==> src/hdl/bdq_pkg.sv <==
// Shared types and constants for the bounded deque with delete-by-value.
`timescale 1ns / 1ps

package bdq_pkg;

  localparam int CAPACITY_DEF = 16;
  localparam int DATA_W       = 32;
  localparam int COUNT_W      = 5;
  localparam int CMD_W        = 2;
  localparam int STATUS_W     = 2;
  localparam int IN_TDATA_W   = 32;
  localparam int OUT_TDATA_W  = 40;

  typedef enum logic [CMD_W-1:0] {
    CMD_PUSH_FRONT = 2'd0,
    CMD_PUSH_BACK  = 2'd1,
    CMD_POP_BACK   = 2'd2,
    CMD_DELETE     = 2'd3
  } cmd_t;

  typedef enum logic [STATUS_W-1:0] {
    ST_OK        = 2'd0,
    ST_FULL      = 2'd1,
    ST_EMPTY     = 2'd2,
    ST_NOT_FOUND = 2'd3
  } status_t;

  typedef enum logic [2:0] {
    S_IDLE,
    S_DISPATCH,
    S_POP_RD,
    S_SCAN,
    S_SHIFT,
    S_DONE
  } state_t;

endpackage

==> src/hdl/bdq_ram.sv <==
// Generic simple dual-port RAM: one write port, one read port, registered read.
`timescale 1ns / 1ps

module bdq_ram #(
  parameter int WIDTH = bdq_pkg::DATA_W,
  parameter int DEPTH = bdq_pkg::CAPACITY_DEF,
  localparam int AW   = (DEPTH > 1) ? $clog2(DEPTH) : 1
) (
  input  logic             clk,
  input  logic             we,
  input  logic [AW-1:0]    waddr,
  input  logic [WIDTH-1:0] wdata,
  input  logic             re,
  input  logic [AW-1:0]    raddr,
  output logic [WIDTH-1:0] rdata
);

  logic [WIDTH-1:0] mem_r [DEPTH];
  logic [WIDTH-1:0] rdata_r;

  always_ff @(posedge clk) begin
    if (we) begin
      mem_r[waddr] <= wdata;
    end
    if (re) begin
      rdata_r <= mem_r[raddr];
    end
  end

  assign rdata = rdata_r;

endmodule

==> src/hdl/bdq_addr_map.sv <==
// Ring address unit: maps a logical position to a physical RAM row.
`timescale 1ns / 1ps

module bdq_addr_map #(
  parameter int CAPACITY = bdq_pkg::CAPACITY_DEF,
  localparam int IDX_W   = $clog2(CAPACITY)
) (
  input  logic [IDX_W-1:0] base,
  input  logic [IDX_W-1:0] offset,
  output logic [IDX_W-1:0] addr
);

  logic [IDX_W:0] sum;

  // base and offset both stay below CAPACITY, so one subtract wraps the sum
  always_comb begin
    sum = {1'b0, base} + {1'b0, offset};
    if (sum >= (IDX_W+1)'(CAPACITY)) begin
      sum = sum - (IDX_W+1)'(CAPACITY);
    end
    addr = sum[IDX_W-1:0];
  end

endmodule

==> src/hdl/bounded_deque_with_delete.sv <==
// Top level of the bounded deque with push front/back, pop back and delete-by-value.
`timescale 1ns / 1ps

// Channel   Dir  Ports                    Beat contents
// --------  ---  -----------------------  ----------------------------------------
// command   in   in_tvalid/tready/tuser/  tuser: cmd; tdata: value
//                tdata
// result    out  out_tvalid/tready/tuser/ tuser: status; tdata: popped_value,
//                tdata                    entry_count
//
// Each command beat steps through the sequencer states; in_tready is low until the result is
// loaded into the output register. Push front/back go through dispatch and done, pop back
// adds a RAM read state; delete scans from the front up to the match, then closes the gap,
// one RAM read per cycle through the ring address unit.
// rst_n (synchronous, active low) empties the list; the RAM is not cleared.
// A result held by out_tready low stalls only the next command's completion.

module bounded_deque_with_delete #(
  parameter int CAPACITY = bdq_pkg::CAPACITY_DEF
) (
  input  logic                             clk,
  input  logic                             rst_n,
  // command channel
  input  logic                             in_tvalid,
  output logic                             in_tready,
  input  logic [bdq_pkg::CMD_W-1:0]        in_tuser,   // [1:0] cmd
  input  logic [bdq_pkg::IN_TDATA_W-1:0]   in_tdata,   // [31:0] value
  // result channel
  output logic                             out_tvalid,
  input  logic                             out_tready,
  output logic [bdq_pkg::STATUS_W-1:0]     out_tuser,  // [1:0] status
  output logic [bdq_pkg::OUT_TDATA_W-1:0]  out_tdata   // [31:0] popped_value,
                                                       // [36:32] entry_count, [39:37] zero
);

  localparam int IDX_W = $clog2(CAPACITY);
  localparam int CNT_W = $clog2(CAPACITY + 1);
  localparam int L_W   = CNT_W + 1;
  localparam int DW    = bdq_pkg::DATA_W;
  localparam int CW    = bdq_pkg::COUNT_W;

  // sequencer and list state
  bdq_pkg::state_t  state_r,  state_nxt;
  bdq_pkg::cmd_t    cmd_r,    cmd_nxt;
  bdq_pkg::status_t status_r, status_nxt;
  logic [DW-1:0]    val_r,    val_nxt;
  logic [DW-1:0]    popped_r, popped_nxt;
  logic [IDX_W-1:0] head_r,   head_nxt;
  logic [CNT_W-1:0] cnt_r,    cnt_nxt;
  logic [IDX_W-1:0] idx_r,    idx_nxt;
  logic [IDX_W-1:0] hole_r,   hole_nxt;
  logic [IDX_W-1:0] last_r,   last_nxt;

  // output register
  logic             out_valid_r, out_valid_nxt;
  bdq_pkg::status_t out_status_r;
  logic [DW-1:0]    out_popped_r;
  logic [CW-1:0]    out_count_r;
  logic             out_load;

  // RAM and address unit
  logic             ram_we;
  logic [IDX_W-1:0] ram_waddr;
  logic [DW-1:0]    ram_wdata;
  logic             ram_re;
  logic [DW-1:0]    ram_rdata;
  logic [IDX_W-1:0] map_off;
  logic [IDX_W-1:0] map_addr;

  logic             is_full;
  logic             is_empty;
  logic [IDX_W-1:0] head_dec;
  logic [CNT_W-1:0] cnt_m1;
  logic [L_W-1:0]   idx_p1;
  logic [L_W-1:0]   idx_p2;
  logic [L_W-1:0]   cnt_ext;

  bdq_ram #(
    .WIDTH (DW),
    .DEPTH (CAPACITY)
  ) u_cells (
    .clk   (clk),
    .we    (ram_we),
    .waddr (ram_waddr),
    .wdata (ram_wdata),
    .re    (ram_re),
    .raddr (map_addr),
    .rdata (ram_rdata)
  );

  bdq_addr_map #(
    .CAPACITY (CAPACITY)
  ) u_map (
    .base   (head_r),
    .offset (map_off),
    .addr   (map_addr)
  );

  assign is_full  = (cnt_r == CNT_W'(CAPACITY));
  assign is_empty = (cnt_r == '0);
  assign head_dec = (head_r == '0) ? IDX_W'(CAPACITY - 1) : head_r - IDX_W'(1);
  assign cnt_m1   = cnt_r - CNT_W'(1);
  assign idx_p1   = L_W'(idx_r) + L_W'(1);
  assign idx_p2   = L_W'(idx_r) + L_W'(2);
  assign cnt_ext  = L_W'(cnt_r);

  assign in_tready = (state_r == bdq_pkg::S_IDLE);

  always_comb begin
    state_nxt  = state_r;
    cmd_nxt    = cmd_r;
    status_nxt = status_r;
    val_nxt    = val_r;
    popped_nxt = popped_r;
    head_nxt   = head_r;
    cnt_nxt    = cnt_r;
    idx_nxt    = idx_r;
    hole_nxt   = hole_r;
    last_nxt   = last_r;
    ram_we     = 1'b0;
    ram_waddr  = map_addr;
    ram_wdata  = val_r;
    ram_re     = 1'b0;
    map_off    = '0;
    out_load   = 1'b0;

    unique case (state_r)
      bdq_pkg::S_IDLE: begin
        // latch the command beat
        if (in_tvalid) begin
          cmd_nxt    = bdq_pkg::cmd_t'(in_tuser);
          val_nxt    = in_tdata[DW-1:0];
          status_nxt = bdq_pkg::ST_OK;
          popped_nxt = '0;
          idx_nxt    = '0;
          state_nxt  = bdq_pkg::S_DISPATCH;
        end
      end

      bdq_pkg::S_DISPATCH: begin
        unique case (cmd_r)
          bdq_pkg::CMD_PUSH_FRONT: begin
            // step the head back one row and write there
            if (is_full) begin
              status_nxt = bdq_pkg::ST_FULL;
            end else begin
              ram_we    = 1'b1;
              ram_waddr = head_dec;
              head_nxt  = head_dec;
              cnt_nxt   = cnt_r + CNT_W'(1);
            end
            state_nxt = bdq_pkg::S_DONE;
          end
          bdq_pkg::CMD_PUSH_BACK: begin
            map_off = cnt_r[IDX_W-1:0];
            if (is_full) begin
              status_nxt = bdq_pkg::ST_FULL;
            end else begin
              ram_we  = 1'b1;
              cnt_nxt = cnt_r + CNT_W'(1);
            end
            state_nxt = bdq_pkg::S_DONE;
          end
          bdq_pkg::CMD_POP_BACK: begin
            map_off = cnt_m1[IDX_W-1:0];
            if (is_empty) begin
              status_nxt = bdq_pkg::ST_EMPTY;
              state_nxt  = bdq_pkg::S_DONE;
            end else begin
              ram_re    = 1'b1;
              cnt_nxt   = cnt_m1;
              state_nxt = bdq_pkg::S_POP_RD;
            end
          end
          bdq_pkg::CMD_DELETE: begin
            // start the scan at the front
            if (is_empty) begin
              status_nxt = bdq_pkg::ST_NOT_FOUND;
              state_nxt  = bdq_pkg::S_DONE;
            end else begin
              ram_re    = 1'b1;
              last_nxt  = map_addr;
              state_nxt = bdq_pkg::S_SCAN;
            end
          end
          default: begin
            state_nxt = bdq_pkg::S_DONE;
          end
        endcase
      end

      bdq_pkg::S_POP_RD: begin
        popped_nxt = ram_rdata;
        state_nxt  = bdq_pkg::S_DONE;
      end

      bdq_pkg::S_SCAN: begin
        // ram_rdata holds logical entry idx_r, read from row last_r
        map_off = idx_p1[IDX_W-1:0];
        if (ram_rdata == val_r) begin
          hole_nxt = last_r;
          if (idx_p1 < cnt_ext) begin
            ram_re    = 1'b1;
            last_nxt  = map_addr;
            state_nxt = bdq_pkg::S_SHIFT;
          end else begin
            cnt_nxt   = cnt_m1;
            state_nxt = bdq_pkg::S_DONE;
          end
        end else if (idx_p1 < cnt_ext) begin
          idx_nxt  = idx_p1[IDX_W-1:0];
          ram_re   = 1'b1;
          last_nxt = map_addr;
        end else begin
          status_nxt = bdq_pkg::ST_NOT_FOUND;
          state_nxt  = bdq_pkg::S_DONE;
        end
      end

      bdq_pkg::S_SHIFT: begin
        // move entry idx_r+1 down into the hole, then advance the hole
        ram_we    = 1'b1;
        ram_waddr = hole_r;
        ram_wdata = ram_rdata;
        hole_nxt  = last_r;
        idx_nxt   = idx_p1[IDX_W-1:0];
        map_off   = idx_p2[IDX_W-1:0];
        if (idx_p2 < cnt_ext) begin
          ram_re   = 1'b1;
          last_nxt = map_addr;
        end else begin
          cnt_nxt   = cnt_m1;
          state_nxt = bdq_pkg::S_DONE;
        end
      end

      bdq_pkg::S_DONE: begin
        // hold until the output register is free
        if (!out_valid_r || out_tready) begin
          out_load  = 1'b1;
          state_nxt = bdq_pkg::S_IDLE;
        end
      end

      default: begin
        state_nxt = bdq_pkg::S_IDLE;
      end
    endcase

    if (out_load) begin
      out_valid_nxt = 1'b1;
    end else if (out_tready) begin
      out_valid_nxt = 1'b0;
    end else begin
      out_valid_nxt = out_valid_r;
    end
  end

  always_ff @(posedge clk) begin
    if (!rst_n) begin
      state_r     <= bdq_pkg::S_IDLE;
      head_r      <= '0;
      cnt_r       <= '0;
      out_valid_r <= 1'b0;
    end else begin
      state_r     <= state_nxt;
      head_r      <= head_nxt;
      cnt_r       <= cnt_nxt;
      out_valid_r <= out_valid_nxt;
    end
  end

  always_ff @(posedge clk) begin
    cmd_r    <= cmd_nxt;
    status_r <= status_nxt;
    val_r    <= val_nxt;
    popped_r <= popped_nxt;
    idx_r    <= idx_nxt;
    hole_r   <= hole_nxt;
    last_r   <= last_nxt;
    if (out_load) begin
      out_status_r <= status_r;
      out_popped_r <= popped_r;
      out_count_r  <= CW'(cnt_r);
    end
  end

  assign out_tvalid = out_valid_r;
  assign out_tuser  = out_status_r;
  assign out_tdata  = {{(bdq_pkg::OUT_TDATA_W - DW - CW){1'b0}}, out_count_r, out_popped_r};

  // the entry count never exceeds the capacity
  a_cnt_bound: assert property (@(posedge clk) disable iff (!rst_n)
    cnt_r <= CNT_W'(CAPACITY))
    else $error("entry count above capacity");

  // a full result always reports a full list
  a_full_count: assert property (@(posedge clk) disable iff (!rst_n)
    (out_tvalid && out_tuser == bdq_pkg::ST_FULL) |-> out_count_r == CW'(CAPACITY))
    else $error("full status with count below capacity");

  // an empty result reports an empty list and no popped value
  a_empty_result: assert property (@(posedge clk) disable iff (!rst_n)
    (out_tvalid && out_tuser == bdq_pkg::ST_EMPTY) |->
      (out_count_r == '0 && out_popped_r == '0))
    else $error("empty status with entries or popped data");

  // the RAM is written only while a command is being carried out
  a_write_window: assert property (@(posedge clk) disable iff (!rst_n)
    ram_we |-> (state_r == bdq_pkg::S_DISPATCH || state_r == bdq_pkg::S_SHIFT))
    else $error("RAM write outside dispatch or shift");

endmodule
==> config.mk <==
export PLATFORM = sky130hd
export DESIGN_NAME = bounded_deque_with_delete
export DESIGN_NICKNAME = d
export VERILOG_FILES = /design/src/hdl/bdq_pkg.sv /design/src/hdl/bdq_ram.sv /design/src/hdl/bdq_addr_map.sv /design/src/hdl/bounded_deque_with_delete.sv
export SDC_FILE = /design/constraint.sdc
export NUM_CORES = 1
export LEC_CHECK = 0
export BUFFER_PORTS_ARGS = -buffer_cell sky130_fd_sc_hd__buf_2
export CAP_MARGIN = 0
export CELL_PAD_IN_SITES_DETAIL_PLACEMENT = 1
export CELL_PAD_IN_SITES_GLOBAL_PLACEMENT = 1
export CORE_AREA = 2 2 218 220
export CTS_CLUSTER_DIAMETER = 200
export DETAILED_ROUTE_END_ITERATION = 7
export DIE_AREA = 0 0 220 222
export PLACE_DENSITY = 0.87
export RECOVER_POWER = 25
export SETUP_SLACK_MARGIN = 0.3
export SLEW_MARGIN = 10
export SYNTH_ARGS = -nofsm -noshare
export SYNTH_HDL_FRONTEND = slang
export SYNTH_HIERARCHICAL = 1
export SYNTH_SLANG_ARGS = --single-unit
==> constraint.sdc <==
create_clock -name clk -period 10.8 [get_ports clk]
set_clock_uncertainty 0.2 [all_clocks]
set_input_delay 1.62 -clock clk [delete_from_list [all_inputs] [get_ports clk]]
set_output_delay 1.62 -clock clk [all_outputs]
set_load 0.05 [all_outputs]
==> impl_summary.log <==
INFO  metric postSynthAreaPerCell = 19.2 um^2
INFO  metric report.final.hold_viol_count = 0
INFO  metric synth.area.top_cells = sky130_fd_sc_hd__edfxtp_1 75%, sky130_fd_sc_hd__mux4_2 11%, sky130_fd_sc_hd__nand2_1 2.2%
INFO  metric clkSinkCount = 676
INFO  metric critical_path.endpoint_type = flop
INFO  metric postSynth.topFlopCell = sky130_fd_sc_hd__edfxtp_1
INFO  metric dr_total_vias = 14300
INFO  metric setup_viol = 0
INFO  metric cp_data_arrival_time = 7.27 ns
INFO  metric start_kind = flop
INFO  metric preCtsSetupSlack = 4.76 ns
INFO  metric crit_fanout = 69
INFO  metric violations = max-capacitance violations, max-slew violations
INFO  metric synth-edff-count = 663
INFO  metric static-leakage-power = 9.69 nW
INFO  metric max_slew_margin = -0.860
INFO  metric drc = 0
INFO  metric critical_path_required = 10.85 ns
INFO  metric syn_to_final_growth = 12.7%
INFO  metric grt_remaining_overflow = 0
INFO  metric dp_hpwl = 39.1 mm
INFO  metric worst-r2r-setup-slack = 3.58 ns
INFO  metric power.density_cell_area = 321 nW/um^2
INFO  metric die_width = 220 um
INFO  metric worst_hold_startpoint = popped_r[3]$_SDFFCE_PN0P_
INFO  metric worstReg2RegStart = state_r[1]$_SDFFE_PN0P_
INFO  metric clk_latency = 0.63 ns
INFO  metric netlist_top_cells_count = 663 x sky130_fd_sc_hd__edfxtp_1, 156 x sky130_fd_sc_hd__nand2_1, 128 x sky130_fd_sc_hd__mux4_2
INFO  metric dpl_cell_area = 27800 um^2
INFO  metric final_layout_size_suffix_gt1_frac = 0.234
INFO  metric totalNegativeSetupSlack = 0 ns
INFO  metric worst_slew_pin_slew = 2.79 ns
INFO  metric async_flop_share = 0
INFO  metric cts_tree = yes
INFO  metric post_cts.resized_instances = 0
INFO  metric timing.critical_path.slowest_stage_cell = sky130_fd_sc_hd__or3b_1
INFO  metric peakVddDrop = 0.203 mV
INFO  metric antenna_found_initial = 2
INFO  metric final_design_area_no_fill = 30000 um^2
INFO  metric synth_top_area_share = 0.748
INFO  metric crit_type = reg -> reg
INFO  metric ff2ff_path_depth = 8
INFO  metric number_of_i_o_pins = 82
INFO  metric buffer_ports.inserted = 78
INFO  metric ys_seq_area_frac = 0.758
INFO  metric avgRoutedWirePerCell = 33.1 um
INFO  metric diodes = 0
INFO  metric timing.hold.worst.class = reg -> reg
INFO  metric yosysMostFrequentCell = sky130_fd_sc_hd__edfxtp_1
INFO  metric achievable-frequency = 139 MHz
INFO  metric grt_pass1_vias = 15300
INFO  metric timing_max_transition_violations_final = 151
INFO  metric rsz_0062_raised_after_global_routing = no
INFO  metric site_row_count = 79
INFO  metric initial_core_util = 0.575
INFO  metric layout_min_cycle_time = 7.22 ns
INFO  metric core = 46300 um^2
INFO  metric synth.yosys.warnings = 6
INFO  metric final-seq-area = 20200 um^2
INFO  metric grt_first_pass_wirelength = 104 mm
INFO  metric timing.critical_path.cells = or3b_1, o221ai_1, fa_4, buf_4, a221o_1, nand2b_1, nor2_4, buf_4
INFO  metric timing.rr.end = u_cells/mem_r[14][9]$_DFFE_PP_
INFO  metric numCtsBuffers = 68
INFO  metric synth_area = 26600 um^2
INFO  metric post_cts_buffers = 0
INFO  metric groute.usage.overall = 0.301
INFO  metric destination_of_the_worst_hold_path = out_popped_r[3]$_DFFE_PP_
INFO  metric final_nets = 1557
INFO  metric crit_share_post_route = 0.668
INFO  metric cpMostUsedCell = sky130_fd_sc_hd__buf_4
INFO  metric routed_wl = 71.3 mm
INFO  metric final.fill_count = 3852
INFO  metric synthDistinctLibCells = 66
INFO  metric die_height = 222 um
INFO  metric max-clock-path-buffers = 3
INFO  metric maxCapViolCount = 4
INFO  metric synth_largest_area_cell = sky130_fd_sc_hd__edfxtp_1
INFO  metric drt-initial-drc-count = 1622
INFO  metric netlist_instances = 1389
INFO  metric place_congestion = 0.847
INFO  metric whs_path_depth = 0
INFO  metric grt_start_max_net_pins = 70
INFO  metric critical_path.max_stage_delay = 1.63 ns
INFO  metric outcome = finished, violations left
INFO  metric viasPerCell = 6.67
INFO  metric cts-root-buf = sky130_fd_sc_hd__clkbuf_16
INFO  metric combined_area_of_the_multi_input_logic_cells = 6220 um^2
INFO  metric cts_max_level = 3
INFO  metric cts_hold_repair.buffers = 0
INFO  metric design.die.area = 48800 um^2
INFO  metric ant_nets = 0
INFO  metric finalWorstSetupSlack = 3.58 ns
INFO  metric synth-seq-cells = 676
INFO  metric clk_pin_slew = 0.06 ns
INFO  metric detail_route.first_pass.iterations = 5
-- power by group --
| part | switching [mW] | internal (mW) |
|---|---|---|
| Sequential | 0.258 | 3.76 |
| Clock | 1.02 | 1.33 |
| Combinational | 2.10 | 1.14 |
| Total | 3.39 | 6.23 |
-- worst max-delay path: cells and delay by family (launching register included) --
family | cells | cell delay, ns
AND/OR/NAND/NOR | 3 | 2.56
AO/OA/AOI/OAI | 2 | 0.97
flip-flops | 1 | 0.78
adder cells (fa/ha/maj) | 1 | 0.93
buffers and inverters | 2 | 1.33
-- sequential cells by signal (all words and copies together), names as in the netlist --
| register | cells |
|---|---|
| out_tvalid | 1 |
| cmd_r | 2 |
| u_cells/mem_r | 512 |
| u_cells/rdata | 32 |
| hole_r | 4 |
| state_r | 3 |
| cnt_r | 5 |
| popped_r | 32 |
| out_popped_r | 32 |
| last_r | 4 |
| out_count_r | 5 |
| head_r | 4 |
| status_r | 2 |
| idx_r | 4 |
| val_r | 32 |
| out_tuser | 2 |
-- cell families (layout without fill, tap and decap cells) --
family                   Yosys count  in the layout  synth area share
XOR/XNOR                          39             39            0.0128
flip-flops                       676            676             0.758
AO/OA/AOI/OAI                    139            139            0.0392
buffers and inverters             83            236            0.0150
multiplexers                     132            132             0.110
other                              1              3          0.000141
AND/OR/NAND/NOR                  296            296            0.0538
adder cells (fa/ha/maj)           23             23            0.0111
-- through the flow --
| step | std cells | hold slack (ns) | total power, mW | utilization |
|---|---|---|---|---|
| 3_3_place_gp | 2030 | 0.201 | 6.95 | 0.600 |
| 3_5_place_dp | 2030 | 0.205 | 7.18 | 0.600 |
| 2_1_floorplan | 1391 | 0.200 | 6.14 | - |
| 5_1_grt | 2151 | 0.225 | 9.95 | 0.649 |
| 6_report | 2151 | 0.219 | 9.62 | 0.649 |
| 4_1_cts | 2148 | 0.221 | 9.62 | 0.647 |
-- how the worst max path moves through the flow --
stage                                       start                             end  depth (start not counted)
after floorplan                cmd_r[0]$_DFFE_PP_   u_cells/mem_r[0][0]$_DFFE_PP_                         12
after global placement    state_r[1]$_SDFFE_PN0P_  u_cells/mem_r[6][16]$_DFFE_PP_                          7
after detailed placement  state_r[1]$_SDFFE_PN0P_  u_cells/mem_r[6][15]$_DFFE_PP_                          7
after CTS                 state_r[1]$_SDFFE_PN0P_  u_cells/mem_r[6][20]$_DFFE_PP_                          7
after global routing      state_r[1]$_SDFFE_PN0P_  u_cells/mem_r[14][9]$_DFFE_PP_                          8
final                     state_r[1]$_SDFFE_PN0P_  u_cells/mem_r[14][9]$_DFFE_PP_                          8
-- per-layer routing --
metal | global-route usage | up-vias | part of all wire
met2 | 0.495 | 854 | 0.51
li1 | - | 5786 | -
met5 | 0 | - | 0
met3 | 0.0634 | 174 | 0.084
met1 | 0.389 | 7533 | 0.37
met4 | 0.136 | 0 | 0.040
-- cell type report --
| type | count | area share |
|---|---|---|
| clock inverters | 37 | 0.0138 |
| clock buffers | 81 | 0.0590 |
| repair buffers | 104 | 0.0206 |
| flip-flops and latches | 676 | 0.672 |
| multi-input cells | 632 | 0.207 |
| well taps | 607 | 0.0253 |
| inverters | 14 | 0.00175 |
-- cell usage in the layout, fill, tap and decap left out, types with 7 or more instances in the layout --
master / instances
sky130_fd_sc_hd__clkinv_1: 11
sky130_fd_sc_hd__clkinv_2: 9
sky130_fd_sc_hd__ha_1: 21
sky130_fd_sc_hd__clkbuf_16: 68
sky130_fd_sc_hd__nand3_1: 12
sky130_fd_sc_hd__a31oi_1: 7
sky130_fd_sc_hd__mux4_2: 128
sky130_fd_sc_hd__a21oi_1: 18
sky130_fd_sc_hd__and2_1: 9
sky130_fd_sc_hd__inv_1: 14
sky130_fd_sc_hd__o21ai_0: 9
sky130_fd_sc_hd__and2_0: 25
sky130_fd_sc_hd__nand2_1: 155
sky130_fd_sc_hd__nor3_1: 13
sky130_fd_sc_hd__buf_2: 71
sky130_fd_sc_hd__nand2b_1: 7
sky130_fd_sc_hd__xnor2_1: 35
sky130_fd_sc_hd__a22oi_1: 66
sky130_fd_sc_hd__clkbuf_1: 20
sky130_fd_sc_hd__edfxtp_1: 663
sky130_fd_sc_hd__buf_4: 20
sky130_fd_sc_hd__nor2_1: 12
sky130_fd_sc_hd__nand4_1: 8
sky130_fd_sc_hd__nor2b_1: 8
sky130_fd_sc_hd__dfxtp_1: 13
sky130_fd_sc_hd__nor2_4: 14
(Power assumes the default switching activity.)
